**src/rtl/core/rfpi_pkg.sv**
```systemverilog
`timescale 1ns / 1ps
package rfpi_pkg;
    localparam int unsigned RadW   = 12;
    localparam logic [RadW-1:0] RadReset = 12'd100;
    localparam int unsigned PosW   = 24;
    localparam int unsigned VelW   = 32;
    localparam int unsigned OffW   = 26;   // pointer*256 - pos, signed
    localparam int unsigned SqW    = 51;   // dx^2 + dy^2, unsigned
    localparam int unsigned RootW  = 26;   // floor(sqrt(s))
    localparam int unsigned SqrtSteps = 26;
    localparam int unsigned DivSteps  = 17;  // quotient in [0, 65536]
    localparam int unsigned R256W  = 20;

    typedef enum logic [1:0] {
        CMD_NONE    = 2'd0,
        CMD_REPEL   = 2'd1,
        CMD_ATTRACT = 2'd2,
        CMD_BOTH    = 2'd3
    } cmd_t;

    // Per-particle payload carried along the cell chain
    typedef struct packed {
        logic                    active;   // inside and one mode set
        logic                    repel;
        logic                    in_radius;
        logic signed [OffW-1:0]  dx;
        logic signed [OffW-1:0]  dy;
        logic signed [VelW-1:0]  vx;
        logic signed [VelW-1:0]  vy;
        logic [R256W-1:0]        r256;
    } item_t;

    // Square root cell state (bit-pair restoring method)
    typedef struct packed {
        logic [SqW-1:0]   rem;
        logic [RootW-1:0] root;
    } sqrt_t;

    // Divide cell state: restoring division of num by den
    typedef struct packed {
        logic [R256W+DivSteps-1:0] num;  // remaining dividend bits, msb first
        logic [R256W:0]            rem;
        logic [DivSteps-1:0]       quo;
    } div_t;
endpackage

```
**src/rtl/core/rfpi_sqrt_cell.sv**
```systemverilog
`timescale 1ns / 1ps
module rfpi_sqrt_cell
    import rfpi_pkg::*;
(
    input  logic  aclk,
    input  logic  en,
    input  item_t item_in,
    input  logic  [SqW:0] rad_in,
    input  sqrt_t st_in,
    output item_t item_out,
    output logic  [SqW:0] rad_out,
    output sqrt_t st_out
);
    // One root bit: bring down two radicand bits, try (4*root+1)
    logic [SqW+1:0] rem_sh;
    logic [SqW+1:0] trial;
    sqrt_t          st_next;

    always_comb begin
        rem_sh = {st_in.rem, rad_in[SqW -: 2]};
        trial  = (SqW+2)'({st_in.root, 2'b01});
        if (rem_sh >= trial) begin
            st_next.rem  = SqW'(rem_sh - trial);
            st_next.root = {st_in.root[RootW-2:0], 1'b1};
        end else begin
            st_next.rem  = SqW'(rem_sh);
            st_next.root = {st_in.root[RootW-2:0], 1'b0};
        end
    end

    always_ff @(posedge aclk) begin
        if (en) begin
            item_out <= item_in;
            rad_out  <= {rad_in[SqW-2:0], 2'b00};
            st_out   <= st_next;
        end
    end
endmodule

```
**config.mk**
```make
export PLATFORM = sky130hd
export DESIGN_NAME = rfpi_sqrt_cell
export DESIGN_NICKNAME = d
export VERILOG_FILES = /design/src/rtl/core/rfpi_pkg.sv /design/src/rtl/core/rfpi_sqrt_cell.sv
export SDC_FILE = /design/constraint.sdc
export NUM_CORES = 1
export LEC_CHECK = 0
export BUFFER_PORTS_ARGS = -buffer_cell sky130_fd_sc_hd__buf_2
export CAP_MARGIN = 20
export CORE_AREA = 2 2 208 210
export DETAILED_ROUTE_END_ITERATION = 12
export DIE_AREA = 0 0 210 212
export GPL_TIMING_DRIVEN = 1
export PLACE_DENSITY = 0.62
export SLEW_MARGIN = 0
export SYNTH_ARGS = -nofsm -noshare
export SYNTH_HDL_FRONTEND = slang
export SYNTH_SLANG_ARGS = --single-unit
```
**constraint.sdc**
```tcl
create_clock -name aclk -period 2.9 [get_ports aclk]
set_input_delay 0.145 -clock aclk [delete_from_list [all_inputs] [get_ports aclk]]
set_output_delay 0.145 -clock aclk [all_outputs]
set_load 0.01 [all_outputs]
```
Word level (Yosys, flattened, before mapping)
Index checks and enable logic that the tools add are counted.
- add/sub/neg operators: 1
- magnitude comparators: 1
- mux-type cells: 1
- operators by type and width (cell ; number):
    $mux W77 ; 1
    $ge A53 B28 Y1 ; 1
    $sub A51 B28 Y51 ; 1
- flip-flop bits (word level): 266
- input port bits: 270
- output and inout bits: 268
- logic and storage cells: 14

Logic depth before layout (Yosys ltp)
Gate-level depths: netlist of the first run.
- depth in word-level cells: 2
- mapped depth: 12
- mapped depth without buffers: 10

Worst setup path after synthesis of the first run
No wires, ideal clock.
- path type: input port to flip-flop
- start point: in st_in[1] (netlist bit)
- end point: reg st_out[70] (netlist bit), data pin
- setup time: 0.258 ns
- arrival time: 2.556 ns
- data required time: 2.642 ns
- path slack: 0.086 ns
- cell stages on the path: 11
- buffers on the path: 1
- cell sequence: inv_1 ha_1 clkbuf_1 o21ai_1 a221oi_1 o21ba_2 o211ai_1 a221oi_2 nand2_1 or3b_1 xnor2_1
- RTL lines (element ; line ; RTL):
    start: declaration ; rfpi_sqrt_cell.sv:9 ; input sqrt_t st_in,
    end signal: assignment ; rfpi_sqrt_cell.sv:35 ; st_out <= st_next;
    end: declaration ; rfpi_sqrt_cell.sv:12 ; output sqrt_t st_out

==> qor.csv, run 1 <==
metric,value,unit
synthTopCellsByCount,"edfxtp_1 (266), a21oi_1 (48), nor2_1 (43)",
ioPinCount,538,
seq_area_frac_synth,76.01,%
max_stage_delay,0.54,ns
p_sw,2601,uW
setup_viol,0,
row_count,76,
cts_max_level,1,
antenna_found_initial,1,
antenna_left,0,
via_per_inst,4.350,
cts_buffers,30,
cp.arrival,3.22,ns
max_freq,0.3451,GHz
grt_overflow_total,0,
pwr-share-comb,17.3,%
clock_sink_count,266,
cpLargestDelayFamily,simple AND/OR/NAND/NOR gates,
postSynthAreaPerCell,15.73,sq um
routed-via-count,9192,
clkTransAtPathRegs,0.06,ns
die-area,44520,sq um
holdWs,0.03782,ns
routed_wl,38.66,mm
rsz0062_at_grt,true,
syn-instance-count,668,
syn_area,10510,sq um
grt_max_degree,72,
synth_top_area_share,76.01,%
route.detailed.drc,0,
placed_area,14280,sq um
p_per_area,570.0,nW/um^2
drive_gt1_share,42.91,%
synth_xor_area_share,4.000,%
p_seq_share,46.0,%
slew_headroom,59.50,%
final.setup.worst_slack,0.002337,ns
cts_tree,done,
end_kind,flip-flop,
synth_edf_count,266,
final_cell_area,18010,sq um
die_h,212,um
dr.pass1.iters,5,
cpMaxStageDelayCell,dlygate4sd3_1,
wl_per_cell,18.30,um
synth-simple-area-share,7.239,%
finalCriticalPeriod,2.898,ns
cp.required,3.23,ns
start_util,24.72,%
gp_congestion,0.8333,
cts_max_path_buffers,3,
io_buffers,535,
drt_iter0_drc,515,
yosys_warnings,0,
synth.area.mux_share,0.4286,%
syn2layout_area_growth,71.41,%
yosys-top-cells-area,"edfxtp_1 (76%), ha_1 (3.3%), xnor2_1 (2.8%), a21oi_1 (2.3%), nor2_1 (1.5%)",
finalMaxSlewViolations,0,
grt_pass1_wl,55.74,mm
dpl.hpwl,26.99,mm
drv_cap,0,
sw_frac_of_total,25.34,%
nNetsFinal,1840,
fillers,3832,
synth.most_common_cell,edfxtp_1,
status,"finished, final reports clean",
p_leak,0.007662,uW
path_cells,dlygate4sd3_1 -> buf_2 -> or4_1 -> or3_4 -> or4_4 -> o21ba_1 -> nand2_2 -> nor2_2 -> or4_1 -> o32a_1,
synth_top_family_by_area,simple AND/OR/NAND/NOR gates,
yosys.area.top_type,edfxtp_1,
place_ws,-0.09581,ns
internal-power,7666,uW
clockRootBuffer,clkbuf_16,
ir_worst_vdd,395.3,uV
worst-setup-path-type,input port to flip-flop,
hp-class,input port to flip-flop,
finalCritPeriodShare,99.92,%
core,42510,sq um
synthFlopType,edfxtp_1,
cpMostUsedCell,or4_1,
grt_pass1_vias,9571,
synth_fa_ha_area_share,3.334,%
startpoint_type,input port,
grt_usage,16.37,%
cp_max_fo,3,
synth_compound_area_share,6.763,%
ys_async_sr_fraction,0,%
synth_seq_cells,266,
hold_violations,0,
clkPwrFrac,36.7,%
ys_types,58,
worst_pin_slew,0.6075,ns
die-width,210,um
critPathBufInv,2,
-- metal layers --
metal | GRT usage [%] | vias to the layer above | share of wire [%]
li1 | - | 4285 | -
met1 | 17.36 | 4420 | 36
met2 | 31.08 | 397 | 53
met3 | 3.338 | 90 | 6.2
met4 | 7.630 | 0 | 4.6
met5 | 0 | - | 0
-- state kept, by name, summed over array words and instances, names as in the netlist --
register / flops
rad_out: 50
item_out: 139
st_out: 77
-- timing repair --
item	in CTS	in global routing
resized for setup	0	18
buffers inserted	0	3
hold endpoints to repair	265	0
hold buffers	265	0
setup endpoints to repair	0	39
-- power by group through the flow --
stage	clock network, uW	registers [uW]	logic (uW)
2_1_floorplan	0	4990	387
3_3_place_gp	0	4790	1440
3_5_place_dp	0	4800	1450
4_1_cts	3880	4720	1750
5_1_grt	4000	4750	1910
6_report	3770	4720	1770
-- layout by cell type (no fill, tap or decap), drive strengths merged, types with 3 or more instances in the layout --
cell type    instances
clkinv              15
dlygate4sd3        265
nor2                44
a21o                 6
a221oi               3
nand3b               3
clkbuf              33
o21ai               19
nor3                12
and4                 4
bufinv               3
nand4               12
inv                 36
o211ai               5
edfxtp             266
xor2                15
nand2               29
nor4                 4
or4                  4
o21bai               3
clkinvlp             3
and3                 5
or3                  4
o21a                 6
nand2b               4
xnor2               33
nand3               16
a21oi               48
mux2                 4
ha                  28
and2                 3
a31oi                3
buf                599
-- area by class of cell --
cell class / count / area, sq um / area share, %
timing repair buffer: 864 / 5858 / 32.52
tap: 546 / 683.2 / 3.792
inverter: 34 / 127.6 / 0.7085
clock buffer: 33 / 762.0 / 4.230
antenna: 1 / 2.502 / 0.01389
multi-input combinational: 346 / 2379 / 13.20
clock inverter: 23 / 214.0 / 1.188
sequential: 266 / 7988 / 44.34
-- logic make-up (layout without fill, tap and decap cells) --
family / after synthesis / in the layout
AOI/OAI and AO/OA: 113 / 113
xor gates and xnor gates: 48 / 48
adders and majority gates: 28 / 28
buffers and inverters: 57 / 954
DFF: 266 / 266
muxes: 4 / 4
other: 1 / 3
and+or+nand+nor: 151 / 151
-- final timing paths --
kind                  endpoint  startpoint  cells past startpoint
hold / removal    item_out[46]          en                      1
setup / recovery    st_out[61]   st_in[69]                     10
-- metrics by stage --
step           setup TNS, ns  total power, uW  cells  utilization, %
2_1_floorplan              0             5374    669               -
3_3_place_gp         -0.4775             6230   1788           33.59
3_5_place_dp         -0.8262             6250   1788           33.59
4_1_cts                    0            10360   2109           42.13
5_1_grt              -0.1037            10670   2113           42.38
6_report                   0            10270   2113           42.38
Note: power is estimated with default switching activity, not from simulation.
==> run 2, diff against run 1 <==
--- a/config.mk
+++ b/config.mk
@@ -11,7 +11,7 @@
 export DETAILED_ROUTE_END_ITERATION = 12
 export DIE_AREA = 0 0 210 212
 export GPL_TIMING_DRIVEN = 1
-export PLACE_DENSITY = 0.62
+export PLACE_DENSITY = 0.6
 export SLEW_MARGIN = 0
 export SYNTH_ARGS = -nofsm -noshare
 export SYNTH_HDL_FRONTEND = slang
==> constraint.sdc (replaced) <==
create_clock -name aclk -period 3.7 [get_ports aclk]
set_input_delay 0.185 -clock aclk [delete_from_list [all_inputs] [get_ports aclk]]
set_output_delay 0.185 -clock aclk [all_outputs]
set_load 0.01 [all_outputs]
==> run 2 against run 1 <==
Clock power fell by 15%. Sequential share of layout area rose by 1.1 points. Die area did not move. Power fell by 20%. Setup slack improved by 0.38 ns. Non-clock buffer count fell by 59. Largest power group unchanged. Combinational power fell by 27%. Clock-buffer cell count rose by 1. Final cell count fell by 2.6%. Critical path depth fell by 1.
==> qor.csv, run 2 (same netlist as run 1, synthesis figures left out) <==
metric,value,unit,change
worst-setup-path-type,input port to flip-flop,,unchanged
ioPinCount,538,,unchanged
die-width,210,um,unchanged
grt_pass1_vias,9302,,was 9571
status,"finished, final reports clean",,unchanged
ctsResizeCount,0,,unchanged
hp-class,input port to flip-flop,,unchanged
largest_reg_flops,139,,unchanged
worst_pin_slew,0.7765,ns,was 0.6075 ns
die_h,212,um,unchanged
via_per_inst,4.309,,was 4.350
ir_worst_vdd,344.5,uV,was 395.3 uV
dr.pass1.iters,5,,unchanged
cp.arrival,3.62,ns,was 3.22 ns
clockRootBuffer,clkbuf_16,,unchanged
drive_gt1_share,39.64,%,was 42.91%
setup_tns,0,ns,unchanged
row_count,76,,unchanged
final_common_cell,buf_2,,unchanged
cts_max_level,1,,unchanged
antenna_left,0,,unchanged
placed_area,13880,sq um,was 14280 sq um
p_seq_share,45.1,%,was 46.0%
start_util,24.72,%,unchanged
end_kind,flip-flop,,unchanged
nNetsFinal,1781,,was 1840
syn2layout_area_growth,67.23,%,was 71.41%
final_cell_mix,"buf_2 (534), edfxtp_1 (266), dlygate4sd3_1 (260)",,"was buf_2 (534), edfxtp_1 (266), dlygate4sd3_1 (265)"
cp.required,4.01,ns,was 3.23 ns
regMostFlops,item_out,,unchanged
die-area,44520,sq um,unchanged
fillers,3919,,was 3832
max_freq,0.3015,GHz,
core,42510,sq um,unchanged
cts_tree,done,,unchanged
slew_headroom,48.23,%,was 59.50%
reg_top3,"item_out: 139 flops, st_out: 77 flops, rad_out: 50 flops",,unchanged
dpl.hpwl,26.95,mm,was 26.99 mm
finalCritPeriodShare,89.65,%,
p_leak,0.007408,uW,was 0.007662 uW
rsz0062_at_grt,false,,was true
sw_frac_of_total,24.20,%,was 25.34%
grt_usage,15.99,%,was 16.37%
pwr-share-comb,15.8,%,was 17.3%
wl_per_cell,18.33,um,was 18.30 um
route.detailed.drc,0,,unchanged
clkTransAtPathRegs,0.06,ns,about the same
cts_max_path_buffers,3,,unchanged
antenna_found_initial,5,,was 1
cp_max_fo,37,,was 3
routed-via-count,8873,,was 9192
cts_buffers,30,,unchanged
grt_overflow_total,0,,unchanged
final_cell_area,17570,sq um,was 18010 sq um
grt_max_degree,96,,was 72
p_sw,1987,uW,was 2601 uW
io_buffers,535,,unchanged
clkPwrFrac,39.1,%,was 36.7%
setup_viol,0,,unchanged
internal-power,6223,uW,was 7666 uW
drt_iter0_drc,466,,was 515
gp_congestion,0.7973,,was 0.8333
finalMaxSlewViolations,0,,unchanged
drv_cap,0,,unchanged
p_per_area,467.2,nW/um^2,was 570.0 nW/um^2
startpoint_type,input port,,unchanged
routed_wl,37.74,mm,was 38.66 mm
grt_pass1_wl,54.30,mm,was 55.74 mm
finalCriticalPeriod,3.317,ns,
hold_violations,0,,unchanged
clock_sink_count,266,,unchanged
[run 2: cell count changes in the layout (fill, tap and decap cells not counted), moves of 4 or more]
cell	before	now
buf_4	61	8
bufinv_16	3	7
clkinv_2	8	1
diode_2	1	7
dlygate4sd3_1	265	260
ha_1	24	28
ha_2	4	0
[run 2: layer usage]
metal	global-route usage, %	vias to the layer above	part of all wire (%)
met3	3.885	83	6.5
li1	-	4178	-
met5	0	-	0
met1	16.58	4259	36
met2	29.24	353	52
met4	9.758	0	5.3
[run 2: per-stage QoR]
stage / util [%] / setup slack [ns] / power [uW] / std cells / hold WS (ns)
final: 41.35 / 0.3828 / 8211 / 2059 / 0.04578
after global routing: 41.33 / 0.2289 / 8561 / 2057 / 0.02319
after CTS: 41.30 / 0.4270 / 8320 / 2052 / 0.006597
after detailed placement: 32.66 / 0.3532 / 4832 / 1737 / 0.3633
after global placement: 32.66 / 0.4061 / 4814 / 1737 / 0.3616
after floorplan: - / 0.8461 / 4212 / 669 / 0.2839
[run 2: worst paths after layout]
kind,cells after the start,slack [ns],end,start
setup / recovery,9,0.38,st_out[30],st_in[70]
hold / removal,2,0.05,st_out[56],st_in[54]
[run 2: power by group through the flow]
stage | sequential, uW | combinational (uW) | clock, uW
2_1_floorplan | 3910 | 303 | 0
3_3_place_gp | 3750 | 1060 | 0
3_5_place_dp | 3760 | 1070 | 0
4_1_cts | 3700 | 1300 | 3320
5_1_grt | 3720 | 1400 | 3440
6_report | 3700 | 1300 | 3210
[run 2: what timing repair did]
action	CTS	global route
hold buffers	260	0
buffers inserted	0	0
hold endpoints to repair	260	0
[run 2: area by class of cell]
type | instances | area [sq um] | share of cell area (%)
timing repair buffer | 805 | 5390 | 30.67
multi-input combinational | 346 | 2297 | 13.07
inverter | 34 | 127.6 | 0.7262
clock inverter | 21 | 305.3 | 1.737
sequential | 266 | 7988 | 45.45
antenna | 7 | 17.52 | 0.09967
clock buffer | 34 | 765.7 | 4.357
tap | 546 | 683.2 | 3.887
[run 2: critical path, stage by stage]
cell and delay [ns]:
dlygate4sd3_1 0.53, buf_2 0.14, or4_1 0.53, or3_1 0.33, or4_1 0.58, nor3_1 0.40, nand2_2 0.31, buf_12 0.28
mux2_1 0.32
