===== src/rtl/core/rfpi_pkg.sv =====
`timescale 1ns / 1ps
package rfpi_pkg;
    localparam int unsigned RadW   = 12;
    localparam logic [RadW-1:0] RadReset = 12'd100;
    localparam int unsigned PosW   = 24;
    localparam int unsigned VelW   = 32;
    localparam int unsigned OffW   = 26;   // pointer*256 - pos, signed
    localparam int unsigned SqW    = 51;   // dx^2 + dy^2, unsigned
    localparam int unsigned RootW  = 26;   // floor(sqrt(s))
    localparam int unsigned SqrtSteps = 26;
    localparam int unsigned DivSteps  = 17;  // quotient in [0, 65536]
    localparam int unsigned R256W  = 20;

    typedef enum logic [1:0] {
        CMD_NONE    = 2'd0,
        CMD_REPEL   = 2'd1,
        CMD_ATTRACT = 2'd2,
        CMD_BOTH    = 2'd3
    } cmd_t;

    // Per-particle payload carried along the cell chain
    typedef struct packed {
        logic                    active;   // inside and one mode set
        logic                    repel;
        logic                    in_radius;
        logic signed [OffW-1:0]  dx;
        logic signed [OffW-1:0]  dy;
        logic signed [VelW-1:0]  vx;
        logic signed [VelW-1:0]  vy;
        logic [R256W-1:0]        r256;
    } item_t;

    // Square root cell state (bit-pair restoring method)
    typedef struct packed {
        logic [SqW-1:0]   rem;
        logic [RootW-1:0] root;
    } sqrt_t;

    // Divide cell state: restoring division of num by den
    typedef struct packed {
        logic [R256W+DivSteps-1:0] num;  // remaining dividend bits, msb first
        logic [R256W:0]            rem;
        logic [DivSteps-1:0]       quo;
    } div_t;
endpackage


===== src/rtl/core/rfpi_div_cell.sv =====
`timescale 1ns / 1ps
module rfpi_div_cell
    import rfpi_pkg::*;
(
    input  logic  aclk,
    input  logic  en,
    input  item_t item_in,
    input  div_t  st_in,
    output item_t item_out,
    output div_t  st_out
);
    // One quotient bit of a restoring divide by r256
    localparam int unsigned NumW = R256W + DivSteps;
    logic [R256W+1:0] rem_sh;
    div_t             st_next;

    always_comb begin
        rem_sh = {st_in.rem, st_in.num[NumW-1]};
        st_next.num = {st_in.num[NumW-2:0], 1'b0};
        if (rem_sh >= {2'b00, item_in.r256}) begin
            st_next.rem = (R256W+1)'(rem_sh - {2'b00, item_in.r256});
            st_next.quo = {st_in.quo[DivSteps-2:0], 1'b1};
        end else begin
            st_next.rem = (R256W+1)'(rem_sh);
            st_next.quo = {st_in.quo[DivSteps-2:0], 1'b0};
        end
    end

    always_ff @(posedge aclk) begin
        if (en) begin
            item_out <= item_in;
            st_out   <= st_next;
        end
    end
endmodule


===== config.mk =====
export PLATFORM = sky130hd
export DESIGN_NAME = rfpi_div_cell
export DESIGN_NICKNAME = d
export VERILOG_FILES = /design/src/rtl/core/rfpi_pkg.sv /design/src/rtl/core/rfpi_div_cell.sv
export SDC_FILE = /design/constraint.sdc
export NUM_CORES = 1
export LEC_CHECK = 0
export BUFFER_PORTS_ARGS = -buffer_cell sky130_fd_sc_hd__buf_4
export CORE_AREA = 2 2 166 168
export CTS_CLUSTER_DIAMETER = 60
export DETAILED_ROUTE_END_ITERATION = 8
export DIE_AREA = 0 0 168 170
export PLACE_DENSITY_LB_ADDON = 0.08
export RECOVER_POWER = 100
export SLEW_MARGIN = 25
export SYNTH_ARGS = -nofsm -noshare
export SYNTH_HDL_FRONTEND = slang
export SYNTH_SLANG_ARGS = --single-unit

===== constraint.sdc =====
create_clock -name aclk -period 4.1 [get_ports aclk]
set_clock_uncertainty 0.1 [all_clocks]
set_input_delay 0.205 -clock aclk [delete_from_list [all_inputs] [get_ports aclk]]
set_output_delay 0.205 -clock aclk [all_outputs]
set_load 0.01 [all_outputs]

**Word level (Yosys, flattened, before mapping)**

Index checks and enable logic that the tools add are counted.

- Magnitude comparators: 1
- Add/sub/neg operators: 1
- Mux-type cells: 1

Operator list:

| cell | count |
|---|---|
| 38-bit two-way mux | 1 |
| 22-bit by 20-bit >= comparator with 1-bit output | 1 |
| 21-bit by 20-bit subtractor with 21-bit output | 1 |

- Output and inout port bits: 214
- Logic and storage cells: 14
- Bits of input ports: 216
- Bits in registers: 213

**Depth between registers and ports, before layout**

Gate-level depths: netlist of the first run.

- Depth after elaboration: 2
- Gate-level depth with buffers: 13
- Depth with buffers taken out: 11

**Worst setup path after synthesis of the first run**

Ideal clock, no wire load.

- Path type: input to register
- Start: input port st_in[74] (netlist name)
- End: register st_out[28] (netlist name) (data pin)
- Path buffers: 2
- Data arrival time: 2381 ps
- Stages on the path: 12
- Slack: 1358 ps
- Library setup time: 260 ps
- Data required time: 3740 ps
- Cells stage by stage: inv_1 -> ha_1 -> inv_1 -> fa_1 -> a211oi_1 -> o21ai_1 -> a21oi_2 -> a31oi_1 -> a211o_1 -> buf_6 -> buf_6 -> mux2_4

RTL lines:

| element | RTL line | text |
|---|---|---|
| start, declared | rfpi_div_cell.sv:8 | `input div_t st_in,` |
| end signal, assigned | rfpi_div_cell.sv:32 | `st_out <= st_next;` |
| end, declared | rfpi_div_cell.sv:10 | `output div_t st_out` |

==> flow_metrics.py, run 1 <==
metrics = {
    "run_status": {
        "run_status": "finished with violations",
        "violations": "max-capacitance violations, max-slew violations",
    },
    "clocking": {
        "cts_tree": "done",
        "clk_pin_slew_ns": 0.06,
        "cts_buffers": 26,
        "ctsResizeCount": 0,
        "clkSinkCount": 213,
        "htreeDepth": 1,
        "clk_path_buf_depth": 3,
        "cts_root_buffer": "clkbuf_16",
    },
    "route": {
        "wl_per_cell_um": 18.1,
        "drtPass1Iterations": 4,
        "drc": 0,
        "viasPerCell": 4.38,
        "first_iter_violations": 335,
        "vias": 6387,
        "wl_um": 26400,
        "ant_nets": 0,
    },
    "global_route": {
        "grt_max_degree": 98,
        "grt.overflow.total": 0,
        "antenna_found_initial": 0,
        "grt_pass1_vias": 6651,
        "grt_pass1_wl_um": 38300,
        "grt_use_total": 0.174,
    },
    "floorplan": {
        "floorplan.die.height_um": 170,
        "initial_utilization": 0.297,
        "die_w_um": 168,
        "placementRows": 60,
        "dieArea_sq_um": 28600,
        "ios": 430,
        "core_area_sq_um": 26700,
    },
    "placed_design": {
        "routabilityCongestion": 0.883,
        "dp_hpwl_um": 19500,
        "port_buffers": 427,
    },
    "yosys": {
        "synth-seq-cells": 213,
        "synthesis.nets": 680,
        "synthCells": 443,
        "synth_cell_type_count": 46,
        "syn_area_sq_um": 7920,
        "yosysTopAreaCell": "edfxtp_1",
        "synth_top_area_frac": 0.808,
        "yosysWarnings": 0,
        "synthTopCellsByArea": "edfxtp_1, ha_1, a21oi_1",
        "syn_avg_cell_area_sq_um": 17.9,
        "ys_seq_area_frac": 0.808,
        "synth_ff_type": "edfxtp_1",
        "ys_async_sr_fraction": 0,
        "synth_edf_count": 213,
    },
    "power": {
        "p_leak_nw": 5.26,
        "switchingPower_w": 0.00137,
        "powerDensity_nw_per_um2": 424,
        "power.internal_w": 0.00439,
        "sequentialPowerShare": 0.465,
        "pwr-share-comb": 0.152,
        "p_total_w": 0.00575,
        "swShare": 0.237,
        "p_clk_frac": 0.383,
        "ir_worst_vdd_mv": 0.277,
    },
    "run": {
        "cap_violations": 1,
    },
    "sta": {
        "worst_pin_slew_ns": 2.46,
        "min_period_over_period": 0.852,
        "drv_slew": 98,
        "hold_violations": 0,
        "rsz0062_at_grt": "no",
        "fin_crit_ns": 3.49,
        "tns_ns": 0,
        "setup_viol": 0,
        "max_freq_ghz": 0.286,
        "slew_headroom": -0.642,
    },
    "worst_setup_path": {
        "end_kind": "flip-flop",
        "crit_start": "st_in[74]",
        "worstSetupEndpoint": "st_out[28]",
        "setup.worst_path.start_class": "input port",
        "worstPathMaxFanout": 14,
        "cp.required_ns": 4.26,
        "arrival_ns": 3.65,
        "worst-setup-path-type": "input port to flip-flop",
    },
    "finish": {
        "antenna_cells": 0,
        "syn2layout_area_growth_pct": 71.5,
        "layout-drive-gt1-share": 0.221,
        "fin_nets": 1337,
        "fillers": 2455,
        "most-common-layout-cells": "clkbuf_1, edfxtp_1, dlygate4sd3_1",
        "layout.cells.most_common": "clkbuf_1",
    },
    "min_path": {
        "hp-class": "input port to flip-flop",
    },
}
## through the flow
step / hold slack, ns / setup slack [ns] / cells / util / cell area (sq um)
2_1_floorplan: 0.204 / 1.36 / 443 / - / 7920
3_3_place_gp: 0.284 / 0.948 / 1201 / 0.433 / 11500
3_5_place_dp: 0.284 / 0.944 / 1201 / 0.433 / 11500
4_1_cts: 0.197 / 0.944 / 1458 / 0.543 / 14500
5_1_grt: 0.300 / 0.460 / 1458 / 0.510 / 13600
6_report: 0.315 / 0.605 / 1458 / 0.510 / 13600
## state kept, by name, summed over array words and instances, names as in the netlist
name / flops
item_out: 139
st_out: 74
## power by group through the flow
stage,clock network (W),logic (W),registers [W]
final,0.00220,0.000872,0.00268
after CTS,0.00229,0.00106,0.00268
after global routing,0.00236,0.000939,0.00270
after floorplan,0,0.000205,0.00282
after global placement,0,0.000875,0.00272
after detailed placement,0,0.000879,0.00272
## kinds of logic (layout without fill, tap and decap cells)
logic type,after synthesis,after routing,synth area share
flops,213,213,0.808
simple gates,73,73,0.0449
compound gates,71,71,0.0555
buf+inv,37,711,0.0223
fa+ha+maj,21,21,0.0341
xor+xnor,17,17,0.0188
mux,10,10,0.0164
other cells,1,1,0.000473
## cell usage after synthesis, types with 2 or more instances
cell type  count
inv_1         22
xor2_1         6
nand2_1       16
nand3_1        6
a211oi_1       3
xnor2_1       11
nor3_1         6
nand4_1        6
edfxtp_1     213
clkbuf_1       7
nor4_1         3
a21oi_1       33
o21a_1         6
a2111oi_0      3
o21ai_0       10
buf_6          4
a21o_1         3
buf_2          3
ha_1          20
o211ai_1       2
or3_1          5
nand2b_1       2
nor2b_1        3
nor2_1        21
mux2_4         5
mux2_1         3
a211o_1        2
## critical path: stages
cell and delay (ns):
dlygate4sd3_1 0.53, clkbuf_1 0.11, inv_1 0.05, ha_1 0.15, inv_1 0.05, fa_1 0.42, a211oi_1 0.22, o21ai_0 0.21
a21oi_1 0.42, a31oi_1 0.23, a211o_1 0.35, clkbuf_1 0.29, mux2_1 0.40
## timing repair
| action | in CTS | in global routing |
|---|---|---|
| hold buffers | 212 | 0 |
| buffers inserted | 0 | 0 |
| endpoints found under the hold margin | 212 | 0 |
## per-layer routing
| layer | GRT usage | up-vias | part of all wire |
|---|---|---|---|
| li1 | - | 3019 | - |
| met3 | 0.0486 | 58 | 0.077 |
| met5 | 0 | - | 0 |
| met2 | 0.320 | 290 | 0.51 |
| met1 | 0.192 | 3020 | 0.38 |
| met4 | 0.0612 | 0 | 0.036 |
## how the worst min path moves through the flow
stage            startpoint             to  slack [ns]  cells after the start
5_1_grt        item_in[110]  item_out[110]        0.30                      2
6_report          st_in[69]     st_out[70]        0.31                      2
4_1_cts           st_in[37]      st_out[0]        0.20                      4
3_5_place_dp      st_in[52]     st_out[53]        0.28                      1
2_1_floorplan    item_in[0]    item_out[0]        0.20                      0
3_3_place_gp   item_in[127]  item_out[127]        0.28                      1
## layout make-up
class | instances | area (sq um) | area share
clock inverter | 16 | 166 | 0.0123
tap | 341 | 427 | 0.0314
sequential | 213 | 6400 | 0.471
inverter | 22 | 82.6 | 0.00608
clock buffer | 29 | 662 | 0.0487
timing repair buffer | 644 | 4530 | 0.333
multi-input combinational | 193 | 1320 | 0.0972
Power figures use the tool's default switching activity.
==> inputs of run 2 (changes only) <==
CORE_AREA = 2 2 168 170   (was 2 2 166 168)
CTS_BUF_LIST = sky130_fd_sc_hd__clkbuf_2 sky130_fd_sc_hd__clkbuf_4 sky130_fd_sc_hd__clkbuf_8   (was not set)
DIE_AREA = 0 0 170 172   (was 0 0 168 170)
==> flow_metrics.py, run 2 (synthesis gave the netlist of run 1 again) <==
metrics = {
    "sta": {
        "fin_crit_ns": 3.58,
        "tns_ns": 0,
        "worst_pin_slew_ns": 2.80,
        "min_period_over_period": 0.874,
        "setup_viol": 0,
        "slew_headroom": -0.868,
        "finalWorstSetupSlack_ns": 0.518,
        "max_freq_ghz": 0.279,
        "hold_violations": 0,
        "rsz0062_at_grt": "no",
        "drv_slew": 50,
    },
    "run": {
        "cap_violations": 1,
    },
    "route": {
        "first_iter_violations": 373,
        "ant_nets": 0,
        "viasPerCell": 4.30,
        "wl_um": 26300,
        "wl_per_cell_um": 17.8,
        "vias": 6371,
        "drtPass1Iterations": 4,
        "drc": 0,
    },
    "power": {
        "p_clk_frac": 0.353,
        "sequentialPowerShare": 0.489,
        "ir_worst_vdd_mv": 0.204,
        "swShare": 0.248,
        "switchingPower_w": 0.00136,
        "powerDensity_nw_per_um2": 406,
        "p_leak_nw": 5.23,
        "p_total_w": 0.00547,
        "power.internal_w": 0.00412,
        "pwr-share-comb": 0.159,
    },
    "min_path": {
        "hp-class": "input port to flip-flop",
    },
    "worst_setup_path": {
        "worst-setup-path-type": "input port to flip-flop",
        "worstPathCellList": "dlygate4sd3_1 > clkbuf_4 > inv_1 > ha_1 > inv_1 > fa_1 > a211oi_1 > o21ai_0 > a21oi_1 > a31oi_1 > a211o_1 > buf_4 > mux2_1",
        "end_kind": "flip-flop",
        "arrival_ns": 3.75,
        "cp.required_ns": 4.27,
        "critPathMaxStageDelay_ns": 0.53,
        "critical_path_buf_inv_count": 5,
        "slowest_stage": "dlygate4sd3_1",
        "worstPathMaxFanout": 24,
        "setup.worst_path.start_class": "input port",
        "cp_top_family": "compound AO/OA/AOI/OAI gates",
        "timing.critical_path.mode_cell": "inv_1",
    },
    "finish": {
        "antenna_cells": 0,
        "layout-drive-gt1-share": 0.235,
        "multi_input_area_sq_um": 1320,
        "reg_top3": "item_out: 139 flops, st_out: 74 flops",
        "design_area_sq_um": 13500,
        "fin_nets": 1349,
        "largest_reg_flops": 139,
        "largest_register": "item_out",
        "syn2layout_area_growth_pct": 70.3,
        "fillers": 2582,
        "seq_area_sq_um": 6400,
        "layout.cells.most_common": "clkbuf_1",
        "final_core_util": 0.491,
        "most-common-layout-cells": "clkbuf_1, edfxtp_1, dlygate4sd3_1",
    },
    "placed_design": {
        "port_buffers": 427,
        "dp_hpwl_um": 18600,
        "routabilityCongestion": 0.876,
        "pre_cts_slack_ns": 0.681,
        "place_area_sq_um": 11500,
    },
    "global_route": {
        "grt.overflow.total": 0,
        "antenna_found_initial": 0,
        "grt_pass1_wl_um": 37200,
        "grt_pass1_vias": 6669,
        "grt_use_total": 0.166,
        "grt_max_degree": 123,
    },
    "clocking": {
        "cts_tree": "done",
        "cts-hold-fix-buffers": 212,
        "clkSinkCount": 213,
        "ctsResizeCount": 0,
        "cts_setup_buffers": 0,
        "clk_pin_slew_ns": 0.06,
        "cts_buffers": 40,
        "htreeDepth": 2,
        "clk_path_buf_depth": 3,
        "cts_root_buffer": "clkbuf_8",
    },
    "floorplan": {
        "ios": 430,
        "placementRows": 61,
        "initial_utilization": 0.288,
        "core_area_sq_um": 27500,
        "dieArea_sq_um": 29200,
        "floorplan.die.height_um": 172,
        "die_w_um": 170,
    },
    "run_status": {
        "violations": "max-capacitance violations, max-slew violations",
        "run_status": "finished with violations",
    },
}
run 2: cell type report:
class                           instances  area share
Tap cell                              346      0.0321
Multi-Input combinational cell        193      0.0979
Clock buffer                           52      0.0475
Inverter                               22     0.00612
Timing Repair Buffer                  642       0.336
Clock inverter                         12     0.00659
Sequential cell                       213       0.474
run 2: through the flow:
step           hold slack (ns)  instances
2_1_floorplan            0.204        443
3_3_place_gp             0.284       1204
3_5_place_dp             0.284       1204
4_1_cts                 0.0724       1480
5_1_grt                  0.282       1480
6_report                 0.314       1480
run 2: worst paths after layout:
path / slack [ns] / from / cells after the start / endpoint
setup / recovery: 0.52 / st_in[74] / 13 / st_out[20]
hold / removal: 0.31 / item_in[122] / 2 / item_out[122]
run 2: layer usage:
metal | up-vias | track usage | wire (um)
li1 | 3045 | - | -
met1 | 3041 | 0.180 | 9790
met2 | 251 | 0.313 | 14100
met3 | 34 | 0.0508 | 1910
met4 | 0 | 0.0476 | 522
met5 | - | 0 | 0
run 2: power groups by stage:
stage,Sequential (W),Clock (W),Combinational (W)
floorplan,0.00282,0,0.000205
global placement,0.00272,0,0.000871
detailed placement,0.00272,0,0.000870
CTS,0.00268,0.00201,0.00105
global route,0.00269,0.00210,0.000941
finish,0.00267,0.00193,0.000868
==> inputs of run 3 (changes only) <==
CELL_PAD_IN_SITES_DETAIL_PLACEMENT = 1   (was not set)
CELL_PAD_IN_SITES_GLOBAL_PLACEMENT = 1   (was not set)
CORE_AREA = 2 2 169 171   (was 2 2 168 170)
DIE_AREA = 0 0 171 173   (was 0 0 170 172)
==> flow_metrics.py, run 3 (synthesis gave the netlist of run 1 again) <==
metrics = {
    "placed_design": {
        "port_buffers": 427,
        "place_area_sq_um": 11500,
        "dp_hpwl_um": 21500,
        "routabilityCongestion": 0.790,
    },
    "clocking": {
        "clk_path_buf_depth": 3,
        "cts_setup_buffers": 0,
        "clkSinkCount": 213,
        "cts_tree": "done",
        "htreeDepth": 2,
        "cts_buffers": 40,
        "clk_pin_slew_ns": 0.06,
        "cts_root_buffer": "clkbuf_8",
    },
    "finish": {
        "final_core_util": 0.489,
        "layout.cells.most_common": "clkbuf_1",
        "largest_register": "item_out",
        "fillers": 2983,
        "most-common-layout-cells": "clkbuf_1, edfxtp_1, dlygate4sd3_1",
        "design_area_sq_um": 13500,
        "layout-drive-gt1-share": 0.238,
        "reg_top3": "item_out: 139 flops, st_out: 74 flops",
        "largest_reg_flops": 139,
        "syn2layout_area_growth_pct": 70.7,
        "fin_nets": 1351,
    },
    "power": {
        "pwr-share-comb": 0.163,
        "p_clk_frac": 0.349,
        "swShare": 0.259,
        "sequentialPowerShare": 0.488,
        "ir_worst_vdd_mv": 0.207,
        "p_total_w": 0.00551,
        "p_leak_nw": 5.22,
        "powerDensity_nw_per_um2": 407,
        "power.internal_w": 0.00408,
        "switchingPower_w": 0.00142,
    },
    "route": {
        "wl_per_cell_um": 21.0,
        "vias": 6589,
        "ant_nets": 0,
        "viasPerCell": 4.34,
        "drc": 0,
        "drtPass1Iterations": 4,
        "wl_um": 31800,
        "first_iter_violations": 319,
    },
    "floorplan": {
        "placementRows": 61,
        "core_area_sq_um": 27600,
        "floorplan.die.height_um": 173,
        "dieArea_sq_um": 29600,
        "die_w_um": 171,
        "initial_utilization": 0.287,
        "ios": 430,
    },
    "global_route": {
        "grt_max_degree": 119,
        "grt_pass1_vias": 7164,
        "grt_pass1_wl_um": 46100,
        "grt.overflow.total": 0,
        "grt_use_total": 0.207,
        "antenna_found_initial": 5,
    },
    "sta": {
        "max_freq_ghz": 0.281,
        "drv_slew": 119,
        "worst_pin_slew_ns": 3.10,
        "slew_headroom": -1.06,
        "tns_ns": 0,
        "fin_crit_ns": 3.56,
        "setup_viol": 0,
        "rsz0062_at_grt": "no",
        "min_period_over_period": 0.869,
        "fin_hold_ws_ns": 0.299,
        "hold_violations": 0,
    },
    "run": {
        "cap_violations": 1,
    },
    "worst_setup_path": {
        "cp.required_ns": 4.26,
        "worst-setup-path-type": "input port to flip-flop",
        "setup.worst_path.start_class": "input port",
        "end_kind": "flip-flop",
        "worstPathMaxFanout": 19,
        "arrival_ns": 3.72,
    },
    "min_path": {
        "hp-class": "input port to flip-flop",
    },
    "run_status": {
        "violations": "max-capacitance violations, max-slew violations",
        "run_status": "finished with violations",
    },
}
## run 3: cell types whose count changed in the layout (fill, tap and decap cells not counted)
cell	before	now
bufinv_16	1	0
buf_12	1	0
clkinvlp_4	1	2
inv_8	1	0
buf_4	22	23
clkinv_1	7	6
diode_2	0	4
clkbuf_2	1	4
clkbuf_4	196	198
## run 3: critical path: stages
cell and delay, ns:
dlygate4sd3_1 0.56, clkbuf_1 0.13, inv_1 0.07, ha_1 0.17, inv_1 0.06, fa_1 0.43
a211oi_1 0.29, o21ai_0 0.24, a21oi_1 0.44, a31oi_1 0.22, a211o_1 0.35, buf_4 0.21
mux2_1 0.34
## run 3: power by group through the flow
stage | combinational [W] | clock, W | sequential (W)
after detailed placement | 0.000890 | 0 | 0.00272
after global placement | 0.000882 | 0 | 0.00271
after CTS | 0.00107 | 0.00197 | 0.00268
final | 0.000898 | 0.00192 | 0.00269
after floorplan | 0.000205 | 0 | 0.00282
after global routing | 0.000969 | 0.00209 | 0.00270
## run 3: area by class of cell
cell class,count,area (sq um),area share
well taps,378,473,0.0350
clock buffers,55,663,0.0491
multi-input cells,193,1320,0.0976
diodes,4,10.0,0.000740
inverters,22,82.6,0.00611
repair buffers,644,4520,0.335
flip-flops and latches,213,6400,0.473
clock inverters,10,51.3,0.00379
## run 3: path summary, 6_finish.rpt
check                      from         end  slack, ns  cells after the start
worst min-delay path  st_in[37]   st_out[0]       0.30                      4
worst max-delay path  st_in[74]  st_out[30]       0.54                     13
## run 3: what timing repair did
item	4_1_cts	5_1_grt
hold buffers	212	0
endpoints found under the hold margin	212	0
endpoints found under the setup margin	0	0
resized for setup	0	0
## run 3: per-stage QoR
step / setup WS [ns] / std cells
after global routing: 0.367 / 1518
after floorplan: 1.36 / 443
after CTS: 0.824 / 1515
after detailed placement: 0.861 / 1238
after global placement: 0.902 / 1238
final: 0.535 / 1519
## run 3: metal layers
layer | share of wire | global-route usage
met3 | 0.074 | 0.0584
met4 | 0.032 | 0.0770
met1 | 0.37 | 0.223
met5 | 0.00028 | 0
met2 | 0.53 | 0.380
